**config.mk**
```make
export PLATFORM = sky130hd
export DESIGN_NAME = touch_gesture_classifier
export DESIGN_NICKNAME = d
export VERILOG_FILES = /design/src/tgc_pkg.sv /design/src/tgc_mul.sv /design/src/tgc_div.sv /design/src/touch_gesture_classifier.sv
export SDC_FILE = /design/constraint.sdc
export NUM_CORES = 1
export LEC_CHECK = 0
export BUFFER_PORTS_ARGS = -buffer_cell sky130_fd_sc_hd__buf_2
export CAP_MARGIN = 5
export CORE_MARGIN = 4
export CORE_UTILIZATION = 60
export DETAILED_ROUTE_END_ITERATION = 16
export MAX_ROUTING_LAYER = met4
export PLACE_DENSITY = 0.79
export SKIP_CTS_REPAIR_TIMING = 1
export SLEW_MARGIN = 10
export SYNTH_ARGS = -nofsm -noshare
export SYNTH_HDL_FRONTEND = slang
export SYNTH_SLANG_ARGS = --single-unit
```
**constraint.sdc**
```tcl
create_clock -name clk -period 6.1 [get_ports clk]
set_input_delay 0.305 -clock clk [delete_from_list [all_inputs] [get_ports clk]]
set_output_delay 0.305 -clock clk [all_outputs]
set_load 0.03 [all_outputs]
```
**src/tgc_pkg.sv**
```systemverilog
package tgc_pkg;

  // Field widths
  localparam int POS_W      = 12;
  localparam int TIME_W     = 16;
  localparam int PCT_W      = 7;
  localparam int PROD_W     = 19;
  localparam int DIVIDEND_W = 20;
  localparam int SPEED_W    = 16;
  localparam int TAPS_W     = 2;
  localparam int KIND_W     = 2;
  localparam int GEST_W     = 3;
  localparam int DIR_W      = 2;

  // Stream layout
  localparam int IN_DATA_W  = 24;
  localparam int OUT_DATA_W = 56;

  // Configuration port
  localparam int CFG_ADDR_W = 5;
  localparam int CFG_DATA_W = 32;

  // Constants
  localparam logic [PROD_W-1:0]  PCT_SCALE = PROD_W'(100);
  localparam logic [SPEED_W-1:0] SPEED_MAX = {SPEED_W{1'b1}};
  localparam logic [TIME_W-1:0]  TIME_MAX  = {TIME_W{1'b1}};
  localparam logic [TAPS_W-1:0]  TAPS_MAX  = {TAPS_W{1'b1}};

  // Register reset values
  localparam logic [PCT_W-1:0]  PCT_RST        = 7'd30;
  localparam logic [TIME_W-1:0] SWIPE_TIME_RST = 16'd500;
  localparam logic [TIME_W-1:0] LONG_TIME_RST  = 16'd2000;
  localparam logic [TIME_W-1:0] DTAP_TIME_RST  = 16'd250;
  localparam logic [POS_W-1:0]  WIDTH_RST      = 12'd1024;
  localparam logic [POS_W-1:0]  HEIGHT_RST     = 12'd768;

  typedef enum logic [KIND_W-1:0] {
    KIND_DOWN = 2'd0,
    KIND_MOVE = 2'd1,
    KIND_UP   = 2'd2,
    KIND_TICK = 2'd3
  } kind_t;

  typedef enum logic [GEST_W-1:0] {
    GEST_NONE       = 3'd0,
    GEST_SWIPE      = 3'd1,
    GEST_LONG_TAP   = 3'd2,
    GEST_TAP        = 3'd3,
    GEST_DOUBLE_TAP = 3'd4
  } gesture_t;

  typedef enum logic [DIR_W-1:0] {
    DIR_LEFT  = 2'd0,
    DIR_RIGHT = 2'd1,
    DIR_DOWN  = 2'd2,
    DIR_UP    = 2'd3
  } dir_t;

  typedef enum logic [2:0] {
    REG_PCT        = 3'd0,
    REG_SWIPE_TIME = 3'd1,
    REG_LONG_TIME  = 3'd2,
    REG_DTAP_TIME  = 3'd3,
    REG_WIDTH      = 3'd4,
    REG_HEIGHT     = 3'd5
  } reg_idx_t;

  typedef enum logic [2:0] {
    ST_IDLE,
    ST_MUL,
    ST_DECIDE,
    ST_DIV,
    ST_RESULT
  } tgc_state_t;

  // Status of a serial arithmetic unit
  typedef struct packed {
    logic busy;
    logic done;
  } unit_stat_t;

endpackage

```
**src/tgc_mul.sv**
```systemverilog
module tgc_mul (
  input  logic                        clk,
  input  logic                        rst_n,
  input  logic                        start,
  input  logic [tgc_pkg::PCT_W-1:0]   pct,
  input  logic [tgc_pkg::POS_W-1:0]   ext_w,
  input  logic [tgc_pkg::POS_W-1:0]   ext_h,
  output logic [tgc_pkg::PROD_W-1:0]  prod_w,
  output logic [tgc_pkg::PROD_W-1:0]  prod_h,
  output tgc_pkg::unit_stat_t         stat
);
  import tgc_pkg::*;

  logic [PCT_W-1:0]  mlt_r, mlt_nxt;
  logic [PROD_W-1:0] aw_r, aw_nxt, ah_r, ah_nxt;
  logic [PROD_W-1:0] pw_r, pw_nxt, ph_r, ph_nxt;
  logic [2:0]        cnt_r, cnt_nxt;
  logic              busy_r, busy_nxt, done_r, done_nxt;

  // Shift-add: one bit of the percentage per cycle, both extents at once
  always_comb begin
    mlt_nxt  = mlt_r;
    aw_nxt   = aw_r;
    ah_nxt   = ah_r;
    pw_nxt   = pw_r;
    ph_nxt   = ph_r;
    cnt_nxt  = cnt_r;
    busy_nxt = busy_r;
    done_nxt = 1'b0;
    if (start) begin
      mlt_nxt  = pct;
      aw_nxt   = PROD_W'(ext_w);
      ah_nxt   = PROD_W'(ext_h);
      pw_nxt   = '0;
      ph_nxt   = '0;
      cnt_nxt  = '0;
      busy_nxt = 1'b1;
    end else if (busy_r) begin
      if (mlt_r[0]) begin
        pw_nxt = pw_r + aw_r;
        ph_nxt = ph_r + ah_r;
      end
      mlt_nxt = mlt_r >> 1;
      aw_nxt  = aw_r << 1;
      ah_nxt  = ah_r << 1;
      cnt_nxt = cnt_r + 3'd1;
      if (cnt_r == 3'(PCT_W - 1)) begin
        busy_nxt = 1'b0;
        done_nxt = 1'b1;
      end
    end
  end

  always_ff @(posedge clk) begin
    if (!rst_n) begin
      busy_r <= 1'b0;
      done_r <= 1'b0;
      cnt_r  <= '0;
    end else begin
      busy_r <= busy_nxt;
      done_r <= done_nxt;
      cnt_r  <= cnt_nxt;
    end
    mlt_r <= mlt_nxt;
    aw_r  <= aw_nxt;
    ah_r  <= ah_nxt;
    pw_r  <= pw_nxt;
    ph_r  <= ph_nxt;
  end

  assign prod_w    = pw_r;
  assign prod_h    = ph_r;
  assign stat.busy = busy_r;
  assign stat.done = done_r;

endmodule

```
**src/tgc_div.sv**
```systemverilog
module tgc_div (
  input  logic                            clk,
  input  logic                            rst_n,
  input  logic                            start,
  input  logic [tgc_pkg::DIVIDEND_W-1:0]  dividend,
  input  logic [tgc_pkg::TIME_W-1:0]      divisor,
  output logic [tgc_pkg::DIVIDEND_W-1:0]  quotient,
  output tgc_pkg::unit_stat_t             stat
);
  import tgc_pkg::*;

  logic [DIVIDEND_W-1:0] quo_r, quo_nxt;
  logic [TIME_W-1:0]     rem_r, rem_nxt;
  logic [TIME_W-1:0]     dvs_r, dvs_nxt;
  logic [4:0]            cnt_r, cnt_nxt;
  logic                  busy_r, busy_nxt, done_r, done_nxt;
  logic [TIME_W:0]       trial;
  logic                  ge;

  // Restoring division, one quotient bit per cycle
  assign trial = {rem_r, quo_r[DIVIDEND_W-1]};
  assign ge    = trial >= {1'b0, dvs_r};

  always_comb begin
    quo_nxt  = quo_r;
    rem_nxt  = rem_r;
    dvs_nxt  = dvs_r;
    cnt_nxt  = cnt_r;
    busy_nxt = busy_r;
    done_nxt = 1'b0;
    if (start) begin
      quo_nxt  = dividend;
      rem_nxt  = '0;
      dvs_nxt  = divisor;
      cnt_nxt  = '0;
      busy_nxt = 1'b1;
    end else if (busy_r) begin
      rem_nxt = ge ? TIME_W'(trial - {1'b0, dvs_r}) : trial[TIME_W-1:0];
      quo_nxt = {quo_r[DIVIDEND_W-2:0], ge};
      cnt_nxt = cnt_r + 5'd1;
      if (cnt_r == 5'(DIVIDEND_W - 1)) begin
        busy_nxt = 1'b0;
        done_nxt = 1'b1;
      end
    end
  end

  always_ff @(posedge clk) begin
    if (!rst_n) begin
      busy_r <= 1'b0;
      done_r <= 1'b0;
      cnt_r  <= '0;
    end else begin
      busy_r <= busy_nxt;
      done_r <= done_nxt;
      cnt_r  <= cnt_nxt;
    end
    quo_r <= quo_nxt;
    rem_r <= rem_nxt;
    dvs_r <= dvs_nxt;
  end

  assign quotient  = quo_r;
  assign stat.busy = busy_r;
  assign stat.done = done_r;

endmodule

```
**src/touch_gesture_classifier.sv**
```systemverilog
// Touch gesture classifier. Each input transfer (kind in in_tuser: down, move,
// up or a one-millisecond tick, position in in_tdata) yields exactly one result
// transfer: gesture code in out_tuser (none, swipe, long tap, tap, double tap)
// with direction, distance, Q8.8 speed and the release position in out_tdata.
// Down, move and tick events go from idle to the result state, then to the output
// register; an up event passes through the multiply and decide states, a swipe also
// through the divide state. Threshold products come from a bit-serial multiplier (one
// percentage bit per cycle), the speed from a restoring divider (one quotient bit per
// cycle). One event is in flight at a time; a finished result waits in the output
// register while the next event is taken. The user must write registers over the APB
// port only while no event is in flight; the block itself does not enforce this.
module touch_gesture_classifier (
  input  logic                              clk,
  input  logic                              rst_n,
  // Input stream
  input  logic                              in_tvalid,
  output logic                              in_tready,
  input  logic [tgc_pkg::IN_DATA_W-1:0]     in_tdata,  // pos_x[11:0], pos_y[23:12]
  input  logic [tgc_pkg::KIND_W-1:0]        in_tuser,  // kind[1:0]
  // Result stream
  output logic                              out_tvalid,
  input  logic                              out_tready,
  output logic [tgc_pkg::OUT_DATA_W-1:0]    out_tdata, // direction[1:0], distance[13:2],
                                                       // speed[29:14], where_x[41:30],
                                                       // where_y[53:42], zero[55:54]
  output logic [tgc_pkg::GEST_W-1:0]        out_tuser, // gesture[2:0]
  // Configuration port
  input  logic                              cfg_psel,
  input  logic                              cfg_penable,
  input  logic                              cfg_pwrite,
  input  logic [tgc_pkg::CFG_ADDR_W-1:0]    cfg_paddr,
  input  logic [tgc_pkg::CFG_DATA_W-1:0]    cfg_pwdata,
  output logic [tgc_pkg::CFG_DATA_W-1:0]    cfg_prdata,
  output logic                              cfg_pready
);
  import tgc_pkg::*;

  // Configuration registers
  logic [PCT_W-1:0]  pct_r;
  logic [TIME_W-1:0] swipe_time_r, long_time_r, dtap_time_r;
  logic [POS_W-1:0]  width_r, height_r;
  logic              cfg_wr;

  // Gesture state
  logic [TIME_W-1:0] press_elapsed_r, press_elapsed_nxt;
  logic [POS_W-1:0]  start_x_r, start_x_nxt, start_y_r, start_y_nxt;
  logic [POS_W-1:0]  release_x_r, release_x_nxt, release_y_r, release_y_nxt;
  logic              moved_r, moved_nxt;
  logic [TAPS_W-1:0] tap_count_r, tap_count_nxt;
  logic [TIME_W-1:0] tap_wait_r, tap_wait_nxt;
  logic              armed_r, armed_nxt;

  // Release working values
  logic [POS_W-1:0]  ax_r, ax_nxt, ay_r, ay_nxt;
  logic              xneg_r, xneg_nxt, yneg_r, yneg_nxt;
  logic              fast_r, fast_nxt, long_r, long_nxt;

  // Pending result
  logic [GEST_W-1:0]  res_gest_r, res_gest_nxt;
  logic [DIR_W-1:0]   res_dir_r, res_dir_nxt;
  logic [POS_W-1:0]   res_dist_r, res_dist_nxt;
  logic [SPEED_W-1:0] res_speed_r, res_speed_nxt;
  logic [POS_W-1:0]   res_wx_r, res_wx_nxt, res_wy_r, res_wy_nxt;

  // Output register
  logic                  out_tvalid_r, out_tvalid_nxt;
  logic [OUT_DATA_W-1:0] out_tdata_r;
  logic [GEST_W-1:0]     out_tuser_r;

  tgc_state_t state_r, state_nxt;

  logic                  in_fire, out_free, out_load;
  logic                  mul_start, div_start;
  logic [POS_W-1:0]      in_x, in_y;
  kind_t                 in_kind;
  logic [PROD_W-1:0]     prod_w, prod_h, ax100, ay100;
  logic                  swipe_x, swipe_y;
  logic [TIME_W-1:0]     pe_inc, tw_inc, div_time;
  logic [DIVIDEND_W-1:0] dividend, quotient;
  unit_stat_t            mul_stat, div_stat;

  assign in_x    = in_tdata[POS_W-1:0];
  assign in_y    = in_tdata[2*POS_W-1:POS_W];
  assign in_kind = kind_t'(in_tuser);
  assign in_fire = in_tvalid && in_tready;

  // APB register file
  assign cfg_pready = 1'b1;
  assign cfg_wr     = cfg_psel && cfg_penable && cfg_pwrite && cfg_pready;

  always_ff @(posedge clk) begin
    if (!rst_n) begin
      pct_r        <= PCT_RST;
      swipe_time_r <= SWIPE_TIME_RST;
      long_time_r  <= LONG_TIME_RST;
      dtap_time_r  <= DTAP_TIME_RST;
      width_r      <= WIDTH_RST;
      height_r     <= HEIGHT_RST;
    end else if (cfg_wr) begin
      case (cfg_paddr[CFG_ADDR_W-1:2])
        REG_PCT:        pct_r        <= cfg_pwdata[PCT_W-1:0];
        REG_SWIPE_TIME: swipe_time_r <= cfg_pwdata[TIME_W-1:0];
        REG_LONG_TIME:  long_time_r  <= cfg_pwdata[TIME_W-1:0];
        REG_DTAP_TIME:  dtap_time_r  <= cfg_pwdata[TIME_W-1:0];
        REG_WIDTH:      width_r      <= cfg_pwdata[POS_W-1:0];
        REG_HEIGHT:     height_r     <= cfg_pwdata[POS_W-1:0];
        default: ;
      endcase
    end
  end

  always_comb begin
    case (cfg_paddr[CFG_ADDR_W-1:2])
      REG_PCT:        cfg_prdata = CFG_DATA_W'(pct_r);
      REG_SWIPE_TIME: cfg_prdata = CFG_DATA_W'(swipe_time_r);
      REG_LONG_TIME:  cfg_prdata = CFG_DATA_W'(long_time_r);
      REG_DTAP_TIME:  cfg_prdata = CFG_DATA_W'(dtap_time_r);
      REG_WIDTH:      cfg_prdata = CFG_DATA_W'(width_r);
      REG_HEIGHT:     cfg_prdata = CFG_DATA_W'(height_r);
      default:        cfg_prdata = '0;
    endcase
  end

  // Serial arithmetic units
  tgc_mul u_mul (
    .clk    (clk),
    .rst_n  (rst_n),
    .start  (mul_start),
    .pct    (pct_r),
    .ext_w  (width_r),
    .ext_h  (height_r),
    .prod_w (prod_w),
    .prod_h (prod_h),
    .stat   (mul_stat)
  );

  assign div_time = (press_elapsed_r == '0) ? TIME_W'(1) : press_elapsed_r;
  assign dividend = swipe_x ? {ax_r, 8'd0} : {ay_r, 8'd0};

  tgc_div u_div (
    .clk      (clk),
    .rst_n    (rst_n),
    .start    (div_start),
    .dividend (dividend),
    .divisor  (div_time),
    .quotient (quotient),
    .stat     (div_stat)
  );

  // Release classification
  assign ax100   = PROD_W'(ax_r) * PCT_SCALE;
  assign ay100   = PROD_W'(ay_r) * PCT_SCALE;
  assign swipe_x = (ax_r > ay_r) && (ax100 > prod_w) && fast_r;
  assign swipe_y = (ax_r < ay_r) && (ay100 > prod_h) && fast_r;

  assign pe_inc = (press_elapsed_r == TIME_MAX) ? TIME_MAX : press_elapsed_r + 16'd1;
  assign tw_inc = (tap_wait_r == TIME_MAX) ? TIME_MAX : tap_wait_r + 16'd1;

  assign out_free = !out_tvalid_r || out_tready;

  // Next state
  always_comb begin
    state_nxt = state_r;
    case (state_r)
      ST_IDLE: begin
        if (in_fire) state_nxt = (in_kind == KIND_UP) ? ST_MUL : ST_RESULT;
      end
      ST_MUL: begin
        if (mul_stat.done) state_nxt = ST_DECIDE;
      end
      ST_DECIDE: begin
        state_nxt = (swipe_x || swipe_y) ? ST_DIV : ST_RESULT;
      end
      ST_DIV: begin
        if (div_stat.done) state_nxt = ST_RESULT;
      end
      ST_RESULT: begin
        if (out_free) state_nxt = ST_IDLE;
      end
      default: state_nxt = ST_IDLE;
    endcase
  end

  // State outputs
  always_comb begin
    in_tready = 1'b0;
    mul_start = 1'b0;
    div_start = 1'b0;
    out_load  = 1'b0;
    case (state_r)
      ST_IDLE: begin
        in_tready = 1'b1;
        mul_start = in_tvalid && (in_kind == KIND_UP);
      end
      ST_DECIDE: div_start = swipe_x || swipe_y;
      ST_RESULT: out_load  = out_free;
      default: ;
    endcase
  end

  // Gesture state and pending result
  always_comb begin
    press_elapsed_nxt = press_elapsed_r;
    start_x_nxt       = start_x_r;
    start_y_nxt       = start_y_r;
    release_x_nxt     = release_x_r;
    release_y_nxt     = release_y_r;
    moved_nxt         = moved_r;
    tap_count_nxt     = tap_count_r;
    tap_wait_nxt      = tap_wait_r;
    armed_nxt         = armed_r;
    ax_nxt            = ax_r;
    ay_nxt            = ay_r;
    xneg_nxt          = xneg_r;
    yneg_nxt          = yneg_r;
    fast_nxt          = fast_r;
    long_nxt          = long_r;
    res_gest_nxt      = res_gest_r;
    res_dir_nxt       = res_dir_r;
    res_dist_nxt      = res_dist_r;
    res_speed_nxt     = res_speed_r;
    res_wx_nxt        = res_wx_r;
    res_wy_nxt        = res_wy_r;

    if (state_r == ST_IDLE && in_fire) begin
      res_gest_nxt  = GEST_NONE;
      res_dir_nxt   = DIR_LEFT;
      res_dist_nxt  = '0;
      res_speed_nxt = '0;
      res_wx_nxt    = '0;
      res_wy_nxt    = '0;
      case (in_kind)
        KIND_DOWN: begin
          moved_nxt         = 1'b0;
          press_elapsed_nxt = '0;
          start_x_nxt       = in_x;
          start_y_nxt       = in_y;
        end
        KIND_MOVE: moved_nxt = 1'b1;
        KIND_UP: begin
          // Capture deltas and timing tests; products follow serially
          release_x_nxt = in_x;
          release_y_nxt = in_y;
          xneg_nxt      = start_x_r < in_x;
          yneg_nxt      = start_y_r < in_y;
          ax_nxt        = (start_x_r < in_x) ? in_x - start_x_r : start_x_r - in_x;
          ay_nxt        = (start_y_r < in_y) ? in_y - start_y_r : start_y_r - in_y;
          fast_nxt      = press_elapsed_r < swipe_time_r;
          long_nxt      = press_elapsed_r >= long_time_r;
        end
        KIND_TICK: begin
          press_elapsed_nxt = pe_inc;
          if (armed_r) begin
            tap_wait_nxt = tw_inc;
            // Window over: settle single or double tap
            if (tw_inc >= dtap_time_r) begin
              armed_nxt     = 1'b0;
              tap_count_nxt = '0;
              if (tap_count_r == TAPS_W'(1) && !moved_r) begin
                res_gest_nxt = GEST_TAP;
                res_wx_nxt   = release_x_r;
                res_wy_nxt   = release_y_r;
              end else if (tap_count_r == TAPS_W'(2)) begin
                res_gest_nxt = GEST_DOUBLE_TAP;
                res_wx_nxt   = release_x_r;
                res_wy_nxt   = release_y_r;
              end
            end
          end
        end
        default: ;
      endcase
    end

    if (state_r == ST_DECIDE) begin
      if (swipe_x) begin
        res_gest_nxt = GEST_SWIPE;
        res_dir_nxt  = xneg_r ? DIR_LEFT : DIR_RIGHT;
        res_dist_nxt = ax_r;
      end else if (swipe_y) begin
        res_gest_nxt = GEST_SWIPE;
        res_dir_nxt  = yneg_r ? DIR_DOWN : DIR_UP;
        res_dist_nxt = ay_r;
      end else if (long_r) begin
        res_gest_nxt = GEST_LONG_TAP;
        res_wx_nxt   = release_x_r;
        res_wy_nxt   = release_y_r;
      end else begin
        // Short press: count a tap, arm the window on the first one
        if (tap_count_r == '0) begin
          tap_wait_nxt = '0;
          armed_nxt    = 1'b1;
        end
        if (tap_count_r != TAPS_MAX) tap_count_nxt = tap_count_r + TAPS_W'(1);
      end
    end

    // Saturate the Q8.8 speed
    if (state_r == ST_DIV && div_stat.done) begin
      res_speed_nxt = (|quotient[DIVIDEND_W-1:SPEED_W]) ? SPEED_MAX : quotient[SPEED_W-1:0];
    end
  end

  // Output register handshake
  always_comb begin
    out_tvalid_nxt = out_tvalid_r;
    if (out_load)        out_tvalid_nxt = 1'b1;
    else if (out_tready) out_tvalid_nxt = 1'b0;
  end

  always_ff @(posedge clk) begin
    if (!rst_n) begin
      state_r         <= ST_IDLE;
      out_tvalid_r    <= 1'b0;
      press_elapsed_r <= '0;
      start_x_r       <= '0;
      start_y_r       <= '0;
      release_x_r     <= '0;
      release_y_r     <= '0;
      moved_r         <= 1'b0;
      tap_count_r     <= '0;
      tap_wait_r      <= '0;
      armed_r         <= 1'b0;
    end else begin
      state_r         <= state_nxt;
      out_tvalid_r    <= out_tvalid_nxt;
      press_elapsed_r <= press_elapsed_nxt;
      start_x_r       <= start_x_nxt;
      start_y_r       <= start_y_nxt;
      release_x_r     <= release_x_nxt;
      release_y_r     <= release_y_nxt;
      moved_r         <= moved_nxt;
      tap_count_r     <= tap_count_nxt;
      tap_wait_r      <= tap_wait_nxt;
      armed_r         <= armed_nxt;
    end
    ax_r        <= ax_nxt;
    ay_r        <= ay_nxt;
    xneg_r      <= xneg_nxt;
    yneg_r      <= yneg_nxt;
    fast_r      <= fast_nxt;
    long_r      <= long_nxt;
    res_gest_r  <= res_gest_nxt;
    res_dir_r   <= res_dir_nxt;
    res_dist_r  <= res_dist_nxt;
    res_speed_r <= res_speed_nxt;
    res_wx_r    <= res_wx_nxt;
    res_wy_r    <= res_wy_nxt;
    if (out_load) begin
      out_tuser_r <= res_gest_r;
      out_tdata_r <= OUT_DATA_W'({res_wy_r, res_wx_r, res_speed_r, res_dist_r, res_dir_r});
    end
  end

  assign out_tvalid = out_tvalid_r;
  assign out_tdata  = out_tdata_r;
  assign out_tuser  = out_tuser_r;

  // The multiplier only runs while a release waits on it
  a_mul_busy: assert property (@(posedge clk) disable iff (!rst_n)
    mul_stat.busy |-> state_r == ST_MUL)
    else $error("multiplier busy outside multiply state");

  // The divider only runs for a swipe
  a_div_busy: assert property (@(posedge clk) disable iff (!rst_n)
    div_stat.busy |-> state_r == ST_DIV && res_gest_r == GEST_SWIPE)
    else $error("divider busy outside swipe division");

  // Tap window is armed exactly while taps are counted
  a_tap_armed: assert property (@(posedge clk) disable iff (!rst_n)
    armed_r == (tap_count_r != '0))
    else $error("tap window and tap count disagree");

  // Only swipes carry speed
  a_speed_swipe: assert property (@(posedge clk) disable iff (!rst_n)
    out_tvalid_r && out_tuser_r != GEST_SWIPE |-> out_tdata_r[29:14] == '0)
    else $error("speed reported on a non-swipe result");

endmodule
```
==> flow_metrics.py <==
metrics = {
    "clock_tree": {
        "path_clk_slew_ns": 0.07,
        "numCtsBuffers": 48,
        "cts_buffer_depth": 3,
        "htree_levels": 2,
        "clockRootBuffer": "clkbuf_16",
        "cts.sink_count": 456,
        "cts_tree": "yes",
        "clk_latency_ns": 0.61,
    },
    "routing": {
        "wirelength_mm": 66.96,
        "firstDrtPassIters": 5,
        "via_per_inst": 5.928,
        "first_iter_violations": 1877,
        "drt-wirelength-per-cell_um": 18.17,
        "ant_nets": 0,
        "drc": 0,
        "vias": 21845,
    },
    "synth": {
        "netlist_instances": 2967,
        "synthTopCellsByArea": "dfxtp_1 (22%), edfxtp_1 (19%), ha_1 (13%)",
        "syn_avg_cell_area_um2": 9.025,
        "yosys_warnings": 0,
        "synth_cell_types": 82,
        "synth_area_leader_cell": "dfxtp_1",
        "synth-edff-count": 168,
        "yosys_register_bits": 456,
        "synth_top_area_share_pct": 21.53,
        "ys_async_sr_fraction_pct": 0,
        "synth.cell_area_um2": 26780,
        "ys_seq_area_share_pct": 40.37,
        "ys.flop_type": "dfxtp_1",
    },
    "worst_setup_path": {
        "cp_max_fo": 29,
        "r2r_slack_ns": 0.34,
        "critical_path_class": "flip-flop to flip-flop",
        "endpoint": "u_div.quotient[3]",
        "crit_path_end_kind": "flip-flop",
        "r2r_end": "u_div.quotient[3]",
        "cp-start-kind": "flip-flop",
        "worstPathRequired_ns": 6.55,
        "rr_startpoint": "ay_r[3]",
        "crit_arrival_ns": 6.21,
        "r2r_cells": 22,
        "cp-startpoint": "ay_r[3]",
    },
    "layout": {
        "final_cell_mix": "nand2_1 (431), dfxtp_1 (288), ha_1 (286)",
        "layout_commonest_cell": "nand2_1",
        "num-fill-cells": 3496,
        "multi_input_area_um2": 14530,
        "area_growth_pct": 10.51,
        "drive_above_1_share_pct": 8.835,
        "layout.area.seq_um2": 10810,
        "final_cell_count_no_fill": 3685,
        "nets": 3428,
        "final_core_util_pct": 67.06,
    },
    "placed_design": {
        "io_buffers": 126,
        "post-dp-hpwl_mm": 47.85,
        "dp.cells": 3577,
        "routabilityCongestion": 0.9196,
        "place_ws_ns": -0.03055,
    },
    "sta": {
        "tightest_slew_ns": 1.208,
        "rsz0062_at_grt": "false",
        "setup_tns_ns": 0,
        "post-route-min-period_ns": 5.756,
        "whs_ns": -0.01130,
        "slew_violations": 0,
        "fin_skew_ns": 0.02906,
        "setup_viol": 0,
        "setup_ws_ns": 0.3443,
        "hold_viol_final": 2,
        "slew_headroom_pct": 19.04,
        "fin_crit_sh_pct": 94.35,
        "fmax_mhz": 173.7,
    },
    "floorplan": {
        "coreArea_um2": 44120,
        "die_y_um": 219.3,
        "io_pins": 164,
        "die_x_um": 219.3,
        "initial_core_util_pct": 60.68,
        "rows": 77,
        "die_area_um2": 48070,
    },
    "run": {
        "drv_cap": 0,
    },
    "global_routing": {
        "grt_pass1_wl_mm": 106.3,
        "antenna_found_initial": 3,
        "grt_overflow": 0,
        "grt_max_degree": 72,
        "grt_pass1_vias": 21031,
        "grt_use_total_pct": 27.96,
    },
    "status": {
        "status": "finished with violations",
        "failed_checks": "negative hold slack",
    },
    "min_path": {
        "hold_path_class": "input pin to flip-flop",
        "min_path_cells": 3,
    },
    "power": {
        "leakagePower_nw": 12.62,
        "vdd_drop_max_v": 0.0002193,
        "p_total_w": 0.009930,
        "powerDensity_nw_per_um2": 335.6,
    },
}
## flip-flops by register name, summed over array words and instances (netlist names), 16 cells and up
name / flops
res_speed_r: 16
press_elapsed_r: 16
u_div.dvs_r: 16
tap_wait_r: 16
u_div.rem_r: 16
swipe_time_r: 16
u_mul.ah_r: 19
u_mul.prod_w: 19
dtap_time_r: 16
u_div.quotient: 20
u_mul.prod_h: 19
long_time_r: 16
u_mul.aw_r: 19
out_tdata: 54
## power breakdown
part	internal, W	switching (W)	total [W]
combinational	0.00131	0.00187	0.00319
clock	0.00174	0.00125	0.00299
sequential	0.00350	0.000243	0.00375
total	0.00656	0.00337	0.00993
## worst max-delay path: stages (launching register included)
cell and delay [ns]:
edfxtp_1 0.50, ha_1 0.34, ha_1 0.32, fa_1 0.48, ha_1 0.35, a21o_1 0.17
a21oi_1 0.23, nor2b_1 0.11, o211ai_1 0.19, nand2_1 0.09, a41oi_1 0.28, nor2b_1 0.20
xnor2_1 0.15, ha_1 0.27, a21o_1 0.18, a21o_1 0.17, a21oi_1 0.17, o211ai_1 0.11
o211a_2 0.36, o21ai_4 0.30, buf_12 0.21, buf_4 0.22, and2_1 0.18
## cells in the mapped netlist, types with 10 or more instances
library cell and n:
ha_1 286, buf_4 20, o31ai_1 15, nor2b_1 32, o211ai_1 28, nand2b_1 28, mux2i_1 92, a31oi_1 13
nor2_1 196, o21ai_1 11, a21o_1 61, xnor2_1 62, a21oi_1 253, o22ai_1 10, a31o_1 13, o21ai_0 109
buf_1 11, nand4_1 23, dfxtp_1 288, nand3_1 68, buf_2 11, xor2_1 35, o21a_1 25, and3_1 20
a22o_1 24, a211oi_1 15, edfxtp_1 168, inv_1 245, fa_1 21, nand2_1 432, clkbuf_1 105, and2_1 25
a22oi_1 20, nor3_1 42
## metrics by stage
step / hold WS (ns) / cell area, um2
after floorplan: 0.4003 / 26840
after global routing: 0.002561 / 29590
after global placement: 0.4057 / 27780
after CTS: -0.06483 / 29390
after detailed placement: 0.4045 / 27780
final: -0.01130 / 29590
## cells by family (layout without fill, tap and decap cells)
family	after synthesis	after routing	synth area share, %
flip-flops	456	456	40.37
multiplexers	102	102	3.860
adder cells (fa/ha/maj)	307	307	14.93
XOR/XNOR	97	97	3.173
other	2	22	0.02805
buffers and inverters	395	500	5.897
AO/OA/AOI/OAI	681	682	16.19
AND/OR/NAND/NOR	927	927	15.55
## final cells by class
| cell class | count | share of cell area, % |
|---|---|---|
| Antenna cell | 3 | 0.02537 |
| Clock inverter | 21 | 0.8414 |
| Multi-Input combinational cell | 2134 | 49.10 |
| Timing Repair Buffer | 164 | 3.230 |
| Clock buffer | 68 | 4.617 |
| Sequential cell | 456 | 36.53 |
| Tap cell | 592 | 2.503 |
| Inverter | 247 | 3.146 |
## how the worst min path moves through the flow
stage | end | start
2_1_floorplan | out_tdata[14] | res_speed_r[0]
3_3_place_gp | out_tdata[25] | res_speed_r[11]
3_5_place_dp | out_tdata[26] | res_speed_r[12]
4_1_cts | release_x_r[11] | in_tdata[11]
5_1_grt | release_x_r[10] | in_tdata[10]
6_report | release_x_r[6] | in_tdata[6]
## routing by layer
layer  track usage, %  up-vias  wire length (um)
met5                -        -                 0
met3            4.334      152              4551
met4            11.61        0              2564
met1            35.00    10379             28000
li1                 -    10508                 -
met2            45.50      806             31840
(Power assumes the default switching activity.)
